[src/hdl/bsfr_pkg.sv]
// shared types and constants for the byte-stuffed frame receiver
`default_nettype none
package bsfr_pkg;

  localparam int BYTE_W      = 8;
  localparam int CNT_W       = 10;
  localparam int KIND_W      = 2;
  localparam int REG_IDX_W   = 2;
  localparam int MAX_RAW_DEF = 512;

  // depth of the queue between front and back, a power of two
  localparam int QUEUE_DEPTH = 4;
  localparam int QPTR_W      = $clog2(QUEUE_DEPTH);
  localparam int QCNT_W      = $clog2(QUEUE_DEPTH + 1);

  localparam logic [BYTE_W-1:0] ESC_XOR = 8'h20;

  localparam logic [BYTE_W-1:0] FLAG_RESET = 8'd126;
  localparam logic [BYTE_W-1:0] END_RESET  = 8'd127;
  localparam logic [BYTE_W-1:0] ESC_RESET  = 8'd125;

  // configuration register indexes
  localparam logic [REG_IDX_W-1:0] REG_FLAG = 2'd0;
  localparam logic [REG_IDX_W-1:0] REG_END  = 2'd1;
  localparam logic [REG_IDX_W-1:0] REG_ESC  = 2'd2;

  // result kinds
  localparam logic [KIND_W-1:0] KIND_DATA = 2'd0;
  localparam logic [KIND_W-1:0] KIND_END  = 2'd1;
  localparam logic [KIND_W-1:0] KIND_OVF  = 2'd2;

  // queued operations for the back end
  localparam logic [1:0] OP_DATA    = 2'd0;
  localparam logic [1:0] OP_END     = 2'd1;
  localparam logic [1:0] OP_END_ESC = 2'd2;
  localparam logic [1:0] OP_OVF     = 2'd3;

  typedef struct packed {
    logic [1:0]        op;
    logic [BYTE_W-1:0] value;
  } bsfr_entry_t;

endpackage
`default_nettype wire

[src/hdl/byte_stuffed_frame_receiver_core.sv]
// top level of the byte-stuffed frame receiver
// Usage:
//   Line bytes enter on in_valid/in_byte; an item is taken at a clock edge
//   with in_valid high and in_stall low. Results leave on out_valid with
//   out_byte, out_kind (data, end of frame, overflow error) and out_last,
//   taken at an edge with out_valid high and out_stall low.
//   cfg_wr_en/cfg_index/cfg_wdata write the flag, end and escape byte values
//   while the block is idle; index 3 is ignored.
// Timing:
//   one item per cycle while in_stall is low; the front end classifies and
//   updates frame state in the accept cycle and queues at most one operation,
//   the back end turns it into results from a 4-entry queue. Each result
//   passes through the queue and then the output register. An end byte with a
//   pending escape yields two results: the escape byte as data, then the end.
// Reset and stall:
//   synchronous reset (rst_n low) restores default byte values, leaves the
//   frame and empties the queue. A stalled output holds its result; once the
//   queue fills, in_stall rises until the receiver takes results again.
`default_nettype none
module byte_stuffed_frame_receiver_core #(
  parameter int MAX_RAW_BYTES = bsfr_pkg::MAX_RAW_DEF
) (
  input  wire logic                           clk,
  input  wire logic                           rst_n,
  input  wire logic                           cfg_wr_en,
  input  wire logic [bsfr_pkg::REG_IDX_W-1:0] cfg_index,
  input  wire logic [bsfr_pkg::BYTE_W-1:0]    cfg_wdata,
  input  wire logic                           in_valid,
  output logic                                in_stall,
  input  wire logic [bsfr_pkg::BYTE_W-1:0]    in_byte,
  output logic                                out_valid,
  input  wire logic                           out_stall,
  output logic [bsfr_pkg::BYTE_W-1:0]         out_byte,
  output logic [bsfr_pkg::KIND_W-1:0]         out_kind,
  output logic                                out_last
);

  logic                  push, pop, q_full, q_empty;
  bsfr_pkg::bsfr_entry_t push_entry, head;

  bsfr_front #(
    .MAX_RAW_BYTES(MAX_RAW_BYTES)
  ) u_front (
    .clk        (clk),
    .rst_n      (rst_n),
    .cfg_wr_en  (cfg_wr_en),
    .cfg_index  (cfg_index),
    .cfg_wdata  (cfg_wdata),
    .in_valid   (in_valid),
    .in_byte    (in_byte),
    .in_stall   (in_stall),
    .q_full     (q_full),
    .push       (push),
    .push_entry (push_entry)
  );

  bsfr_queue u_queue (
    .clk        (clk),
    .rst_n      (rst_n),
    .push       (push),
    .push_entry (push_entry),
    .pop        (pop),
    .head       (head),
    .full       (q_full),
    .empty      (q_empty)
  );

  bsfr_back u_back (
    .clk       (clk),
    .rst_n     (rst_n),
    .head      (head),
    .empty     (q_empty),
    .pop       (pop),
    .out_valid (out_valid),
    .out_stall (out_stall),
    .out_byte  (out_byte),
    .out_kind  (out_kind),
    .out_last  (out_last)
  );

endmodule
`default_nettype wire

[src/hdl/bsfr_front.sv]
// front end: configuration registers, frame state and byte classification
`default_nettype none
module bsfr_front #(
  parameter int MAX_RAW_BYTES = bsfr_pkg::MAX_RAW_DEF
) (
  input  wire logic                           clk,
  input  wire logic                           rst_n,
  input  wire logic                           cfg_wr_en,
  input  wire logic [bsfr_pkg::REG_IDX_W-1:0] cfg_index,
  input  wire logic [bsfr_pkg::BYTE_W-1:0]    cfg_wdata,
  input  wire logic                           in_valid,
  input  wire logic [bsfr_pkg::BYTE_W-1:0]    in_byte,
  output logic                                in_stall,
  input  wire logic                           q_full,
  output logic                                push,
  output bsfr_pkg::bsfr_entry_t               push_entry
);

  localparam logic [bsfr_pkg::CNT_W-1:0] MAX_CNT = bsfr_pkg::CNT_W'(MAX_RAW_BYTES);

  logic [bsfr_pkg::BYTE_W-1:0] flag_r, end_r, esc_val_r;
  logic                        in_frame_r, in_frame_nxt;
  logic                        esc_pend_r, esc_pend_nxt;
  logic [bsfr_pkg::CNT_W-1:0]  raw_count_r, raw_count_nxt;
  logic                        accept;
  logic                        emit;
  bsfr_pkg::bsfr_entry_t       entry;

  assign in_stall = q_full;
  assign accept   = in_valid && !q_full;

  always_ff @(posedge clk) begin
    if (!rst_n) begin
      flag_r    <= bsfr_pkg::FLAG_RESET;
      end_r     <= bsfr_pkg::END_RESET;
      esc_val_r <= bsfr_pkg::ESC_RESET;
    end else if (cfg_wr_en) begin
      case (cfg_index)
        bsfr_pkg::REG_FLAG: flag_r    <= cfg_wdata;
        bsfr_pkg::REG_END:  end_r     <= cfg_wdata;
        bsfr_pkg::REG_ESC:  esc_val_r <= cfg_wdata;
        default: ;
      endcase
    end
  end

  // priority: flag, then end, then everything else
  always_comb begin
    in_frame_nxt  = in_frame_r;
    esc_pend_nxt  = esc_pend_r;
    raw_count_nxt = raw_count_r;
    emit          = 1'b0;
    entry.op      = bsfr_pkg::OP_DATA;
    entry.value   = in_byte;
    if (in_byte == flag_r) begin
      in_frame_nxt  = 1'b1;
      esc_pend_nxt  = 1'b0;
      raw_count_nxt = bsfr_pkg::CNT_W'(1);
      emit          = 1'b1;
    end else if (in_byte == end_r) begin
      if (in_frame_r) begin
        emit          = 1'b1;
        entry.op      = esc_pend_r ? bsfr_pkg::OP_END_ESC : bsfr_pkg::OP_END;
        entry.value   = esc_val_r;
        in_frame_nxt  = 1'b0;
        esc_pend_nxt  = 1'b0;
        raw_count_nxt = '0;
      end
    end else if (in_frame_r) begin
      if (raw_count_r >= MAX_CNT) begin
        emit          = 1'b1;
        entry.op      = bsfr_pkg::OP_OVF;
        in_frame_nxt  = 1'b0;
        esc_pend_nxt  = 1'b0;
        raw_count_nxt = '0;
      end else begin
        raw_count_nxt = raw_count_r + 1'b1;
        if (esc_pend_r) begin
          esc_pend_nxt = 1'b0;
          emit         = 1'b1;
          entry.value  = in_byte ^ bsfr_pkg::ESC_XOR;
        end else if (in_byte == esc_val_r) begin
          esc_pend_nxt = 1'b1;
        end else begin
          emit = 1'b1;
        end
      end
    end
  end

  always_ff @(posedge clk) begin
    if (!rst_n) begin
      in_frame_r  <= 1'b0;
      esc_pend_r  <= 1'b0;
      raw_count_r <= '0;
    end else if (accept) begin
      in_frame_r  <= in_frame_nxt;
      esc_pend_r  <= esc_pend_nxt;
      raw_count_r <= raw_count_nxt;
    end
  end

  assign push       = accept && emit;
  assign push_entry = entry;

  a_esc_in_frame: assert property (@(posedge clk) disable iff (!rst_n)
    esc_pend_r |-> in_frame_r) else $error("escape pending outside a frame");

  a_count_bound: assert property (@(posedge clk) disable iff (!rst_n)
    raw_count_r <= MAX_CNT) else $error("raw count beyond limit");

  a_idle_count: assert property (@(posedge clk) disable iff (!rst_n)
    !in_frame_r |-> (raw_count_r == '0)) else $error("count held outside a frame");

endmodule
`default_nettype wire

[src/hdl/bsfr_queue.sv]
// short queue of classified operations between front and back
`default_nettype none
module bsfr_queue (
  input  wire logic                  clk,
  input  wire logic                  rst_n,
  input  wire logic                  push,
  input  wire bsfr_pkg::bsfr_entry_t push_entry,
  input  wire logic                  pop,
  output bsfr_pkg::bsfr_entry_t      head,
  output logic                       full,
  output logic                       empty
);

  localparam logic [bsfr_pkg::QCNT_W-1:0] DEPTH_CNT =
    bsfr_pkg::QCNT_W'(bsfr_pkg::QUEUE_DEPTH);

  bsfr_pkg::bsfr_entry_t            mem_r [bsfr_pkg::QUEUE_DEPTH];
  logic [bsfr_pkg::QPTR_W-1:0]      wr_ptr_r, rd_ptr_r;
  logic [bsfr_pkg::QCNT_W-1:0]      count_r, count_nxt;

  assign full  = (count_r == DEPTH_CNT);
  assign empty = (count_r == '0);
  assign head  = mem_r[rd_ptr_r];

  always_comb begin
    count_nxt = count_r;
    if (push && !pop) begin
      count_nxt = count_r + 1'b1;
    end else if (pop && !push) begin
      count_nxt = count_r - 1'b1;
    end
  end

  always_ff @(posedge clk) begin
    if (push) begin
      mem_r[wr_ptr_r] <= push_entry;
    end
  end

  always_ff @(posedge clk) begin
    if (!rst_n) begin
      wr_ptr_r <= '0;
      rd_ptr_r <= '0;
      count_r  <= '0;
    end else begin
      if (push) wr_ptr_r <= wr_ptr_r + 1'b1;
      if (pop)  rd_ptr_r <= rd_ptr_r + 1'b1;
      count_r <= count_nxt;
    end
  end

  a_no_overflow: assert property (@(posedge clk) disable iff (!rst_n)
    !(push && full)) else $error("push into a full queue");

  a_no_underflow: assert property (@(posedge clk) disable iff (!rst_n)
    !(pop && empty)) else $error("pop from an empty queue");

  a_ptr_count: assert property (@(posedge clk) disable iff (!rst_n)
    (count_r != '0 && count_r != DEPTH_CNT) |-> (wr_ptr_r != rd_ptr_r))
    else $error("pointers disagree with fill count");

endmodule
`default_nettype wire

[src/hdl/bsfr_back.sv]
// back end: expands queued operations into results behind an output register
`default_nettype none
module bsfr_back (
  input  wire logic                        clk,
  input  wire logic                        rst_n,
  input  wire bsfr_pkg::bsfr_entry_t       head,
  input  wire logic                        empty,
  output logic                             pop,
  output logic                             out_valid,
  input  wire logic                        out_stall,
  output logic [bsfr_pkg::BYTE_W-1:0]      out_byte,
  output logic [bsfr_pkg::KIND_W-1:0]      out_kind,
  output logic                             out_last
);

  logic                          out_valid_r;
  logic [bsfr_pkg::BYTE_W-1:0]   out_byte_r;
  logic [bsfr_pkg::KIND_W-1:0]   out_kind_r;
  logic                          out_last_r;
  logic                          phase_r;   // end result still owed after the raw escape
  logic                          load_ok;

  assign load_ok = !out_valid_r || !out_stall;
  assign pop     = load_ok && !phase_r && !empty;

  always_ff @(posedge clk) begin
    if (!rst_n) begin
      out_valid_r <= 1'b0;
      phase_r     <= 1'b0;
    end else if (load_ok) begin
      if (phase_r) begin
        out_valid_r <= 1'b1;
        phase_r     <= 1'b0;
      end else if (!empty) begin
        out_valid_r <= 1'b1;
        phase_r     <= (head.op == bsfr_pkg::OP_END_ESC);
      end else begin
        out_valid_r <= 1'b0;
      end
    end
  end

  always_ff @(posedge clk) begin
    if (load_ok) begin
      if (phase_r) begin
        out_byte_r <= '0;
        out_kind_r <= bsfr_pkg::KIND_END;
        out_last_r <= 1'b1;
      end else begin
        case (head.op)
          bsfr_pkg::OP_DATA: begin
            out_byte_r <= head.value;
            out_kind_r <= bsfr_pkg::KIND_DATA;
            out_last_r <= 1'b1;
          end
          bsfr_pkg::OP_END: begin
            out_byte_r <= '0;
            out_kind_r <= bsfr_pkg::KIND_END;
            out_last_r <= 1'b1;
          end
          bsfr_pkg::OP_END_ESC: begin
            out_byte_r <= head.value;
            out_kind_r <= bsfr_pkg::KIND_DATA;
            out_last_r <= 1'b0;
          end
          default: begin
            out_byte_r <= '0;
            out_kind_r <= bsfr_pkg::KIND_OVF;
            out_last_r <= 1'b1;
          end
        endcase
      end
    end
  end

  assign out_valid = out_valid_r;
  assign out_byte  = out_byte_r;
  assign out_kind  = out_kind_r;
  assign out_last  = out_last_r;

  a_phase_shape: assert property (@(posedge clk) disable iff (!rst_n)
    phase_r |-> (out_valid_r && !out_last_r && out_kind_r == bsfr_pkg::KIND_DATA))
    else $error("owed end result without its leading data item");

  a_non_data_zero: assert property (@(posedge clk) disable iff (!rst_n)
    (out_valid_r && out_kind_r != bsfr_pkg::KIND_DATA) |-> (out_byte_r == '0 && out_last_r))
    else $error("end or error item with payload or without last");

  a_phase_follow: assert property (@(posedge clk) disable iff (!rst_n)
    (phase_r && !out_stall) |=> (out_valid_r && out_kind_r == bsfr_pkg::KIND_END))
    else $error("end item did not follow the raw escape");

endmodule
`default_nettype wire
[config.mk]
export PLATFORM = sky130hd
export DESIGN_NAME = byte_stuffed_frame_receiver_core
export DESIGN_NICKNAME = d
export VERILOG_FILES = /design/src/hdl/bsfr_pkg.sv /design/src/hdl/byte_stuffed_frame_receiver_core.sv /design/src/hdl/bsfr_front.sv /design/src/hdl/bsfr_queue.sv /design/src/hdl/bsfr_back.sv
export SDC_FILE = /design/constraint.sdc
export NUM_CORES = 1
export LEC_CHECK = 0
export ABC_AREA = 1
export BUFFER_PORTS_ARGS = -buffer_cell sky130_fd_sc_hd__clkbuf_2
export CORE_MARGIN = 10
export CORE_UTILIZATION = 29
export DETAILED_ROUTE_END_ITERATION = 10
export MAX_ROUTING_LAYER = met4
export REMOVE_ABC_BUFFERS = 1
export SLEW_MARGIN = 20
export SYNTH_ARGS = -nofsm -noshare
export SYNTH_HDL_FRONTEND = slang
export SYNTH_SLANG_ARGS = --single-unit
[constraint.sdc]
create_clock -name clk -period 3 [get_ports clk]
set_clock_uncertainty 0.05 [all_clocks]
set_input_delay 0.6 -clock clk [delete_from_list [all_inputs] [get_ports clk]]
set_output_delay 0.6 -clock clk [all_outputs]
set_load 0.1 [all_outputs]
==> results.md <==
* Status: finished clean
* Routed Antenna Nets at 0
* FF+latch count, synth at slightly below 100
* Most common cell after layout, fill and taps aside: nand2_1
* Reg2Reg Setup Slack at 590 ps
* Final Instance Area at between 5000 and 6000 um2
* Setup TNS at 0 ps
* Vias in the first global route at ~3300
* Core area at between 15000 and 20000 um2
* Final nets at 603
* WP buf/inv at 3
* CP cell instances: clkbuf_2 > xnor2_1 > nand2_1 > nor2_1 > nand2_2 > nand3_4 > nand2_4 > inv_2 > ha_1 > inv_1 > fa_1 > a21oi_1 > o21ai_0 > o21ai_0 > a21oi_1
* Kind of critical path: input pin to flop
* Initial Util at 0.296
* Pin count of the biggest net entering global routing at 27
* H-tree levels at 3
* R2r startpoint: u_front.end_r[6]
* Synth unique cells at 36
* Detailed-route wire length at 9900 um
* Most frequent cells in the layout: 112 x nand2_1, 72 x nor2_1, 52 x inv_1
* WHS Path Cells at 2
* Critical Path Start Type: input pin
* EDFF count, synth at 51
* Starting DRT DRC Count at between 150 and 200
* Final hold violations at 0
* Clk_lat worst skew at ~340 ps
* Fin crit period at 2460 ps
* DIE HEIGHT at 147 um
* Stages on worst setup path at 15
* Post-DP Area at about 5000 um2
* Yosys warns at 0
* Dpl hpwl at 7250 um
* Critical path's top delay family: simple AND/OR/NAND/NOR gates
* GRT overflow at 0
* Leak at 0.00224 uW
* Post-Syn Area at ~4700 um2
* Syn Area/Cell at 8.88 um2
* Final worst-path cycle share at 0.821
* Mean routed wirelength per cell at between 10 and 15 um
* CTS Buffer Depth at 2
* Worst-path maximum fanout at 6
* # Max-Cap Violations at 0
* Clk sinks at 98
* Vias per cell at about 4.2
* WHS Endpoint: u_queue.rd_ptr_r[1]
* Reg2reg end: u_queue.count_r[2]
* Fraction of synthesis flops using an asynchronous set or reset pin at 0
* Antenna Diode Count at 0
* CP max-delay cell: fa_1
* Critical path arrival at approximately 2600 ps
* GRT Total Usage at 0.0961
* CTS root buf: clkbuf_16
* Number of port buffers at 35
* Ys flop type: edfxtp_1
* Critical Path End Type: flop
* Slew @ Worst Pin at 775 ps
* Die width at 147 um
* Maximum vdd drop at approximately 0.0004 V
* Worst path max stage delay at roughly 380 ps
* Rel. slew slack at 0.479
* Final Max Slew Viols at 0
* Required @ worst endpoint at about 3200 ps
* Row count at 46
* Full die area at approximately 22000 um2
* Placer Congestion at roughly 0.82
* Post-CTS setup buffers at 0
* Residual DRC at 0
* Ratio of cells with drive above 1 in the final layout at 0.187
* First-pass DRT Iterations at 4
* R2R cell count at 14
* CTS tree: built
* Clk slew on worst S/H paths at around 60 ps
* First-pass GRT wire length at between 15000 and 20000 um
* Resized cells post-CTS at 0
* Hold_sp: u_queue.rd_ptr_r[1]
* Initial antenna violation count at 0
* Vias at approximately 3300
* Area growth syn-to-layout at 16.1%
* Layout fillers at roughly 1700
* Syn Inst Count at approximately 530
* PwrDens at just under 800 nW/um2
* Post-CTS Hold Buffers at 0
* Max frequency at 406 MHz
* Register area share after synthesis at 0.526
* Ports at 36
* RSZ-0062 raised after global routing: no
* Worst hold path class: flop to flop
* Finish-stage setup viols at 0
* TritonCTS buffer count at 9
registers in the layout, summed over array words and instances (netlist names), 2 cells and up, named ones only:
register             flops
u_queue.wr_ptr_r         2
u_back.out_byte          8
u_queue.rd_ptr_r         2
u_queue.count_r          3
u_back.out_kind          2
u_front.flag_r           8
u_front.end_r            8
u_queue.mem_r           40
u_front.esc_val_r        8
u_front.raw_count_r     10
per-layer routing:
| layer | vias up | wire length (um) | share of wire | track usage |
|---|---|---|---|---|
| met2 | 43 | 4530 | 0.46 | 0.150 |
| met1 | 1467 | 4990 | 0.50 | 0.119 |
| met4 | 0 | 127 | 0.013 | 0.0357 |
| met5 | - | 0 | 0 | - |
| li1 | 1804 | - | - | - |
| met3 | 7 | 251 | 0.025 | 0.0224 |
logic make-up after synthesis:
group / Yosys count / share of synthesized area
simple gates: 235 / 0.221
flops: 98 / 0.526
compound gates: 92 / 0.118
buf+inv: 77 / 0.0722
xor+xnor: 19 / 0.0402
fa+ha+maj: 8 / 0.0229
report_power, final:
group          internal (uW)  switching (uW)  leakage, uW
Combinational            288            1060      0.00122
Sequential              1580            94.1     0.000863
Clock                    760             503     0.000157
Total                   2630            1650      0.00224
metrics by stage:
step / setup slack, ps / power, uW / util / hold WS, ps / std cells
final: 537 / 4280 / 0.343 / 426 / 793
after global routing: 259 / 4510 / 0.343 / 446 / 793
after CTS: 557 / 4330 / 0.343 / 426 / 793
after detailed placement: 186 / 3070 / 0.323 / 412 / 777
after global placement: 237 / 3060 / 0.323 / 405 / 777
after floorplan: 110 / 2710 / - / 386 / 514
worst reg2reg max path: cells and delay by family (launching register included):
| kind | cells | cell delay [ps] |
|---|---|---|
| AND/OR/NAND/NOR | 5 | 600 |
| XOR/XNOR | 1 | 140 |
| AO/OA/AOI/OAI | 4 | 480 |
| adder cells (fa/ha/maj) | 2 | 510 |
| buffers and inverters | 2 | 120 |
| flip-flops | 1 | 400 |
area by class of cell:
type                            count  area, um2  area share
Inverter                           62        233      0.0427
Multi-Input combinational cell    354       1890       0.346
Clock inverter                      5       85.1      0.0156
Tap cell                          216        270      0.0496
Clock buffer                       11        243      0.0445
Timing Repair Buffer               47        265      0.0486
Sequential cell                    98       2470       0.453
Yosys cell counts, types with 2 or more instances:
| library cell | count | area share |
|---|---|---|
| dfxtp_1 | 47 | 0.20 |
| nor3_1 | 4 | 0.0043 |
| nor2_2 | 4 | 0.0053 |
| xnor2_2 | 3 | 0.010 |
| edfxtp_1 | 51 | 0.33 |
| xor2_1 | 4 | 0.0075 |
| nand4_1 | 2 | 0.0027 |
| a21oi_1 | 29 | 0.031 |
| buf_6 | 4 | 0.0096 |
| o21ai_1 | 2 | 0.0021 |
| inv_2 | 8 | 0.0064 |
| nand2_4 | 3 | 0.0072 |
| clkinv_1 | 2 | 0.0016 |
| nand3_4 | 2 | 0.0075 |
| nand2_2 | 4 | 0.0053 |
| nand3_1 | 25 | 0.027 |
| o211ai_1 | 10 | 0.016 |
| ha_1 | 7 | 0.019 |
| o21ai_2 | 8 | 0.015 |
| nor2_1 | 72 | 0.058 |
| xnor2_1 | 12 | 0.022 |
| o21ai_0 | 35 | 0.037 |
| buf_2 | 4 | 0.0043 |
| inv_1 | 52 | 0.042 |
| clkbuf_1 | 5 | 0.0040 |
| nand2_1 | 112 | 0.090 |
| nor2_4 | 3 | 0.0072 |
| a21oi_2 | 7 | 0.013 |
how the worst max path moves through the flow:
stage               slack (ps)        startpoint                  to
floorplan                  110  u_back.out_valid  u_queue.count_r[2]
global placement           240        in_byte[6]  u_queue.count_r[2]
detailed placement         190        in_byte[6]  u_queue.count_r[2]
CTS                        560        in_byte[6]  u_queue.count_r[2]
global route               260        in_byte[2]  u_queue.count_r[2]
finish                     540        in_byte[6]  u_queue.count_r[2]
Power figures use the tool's default switching activity.
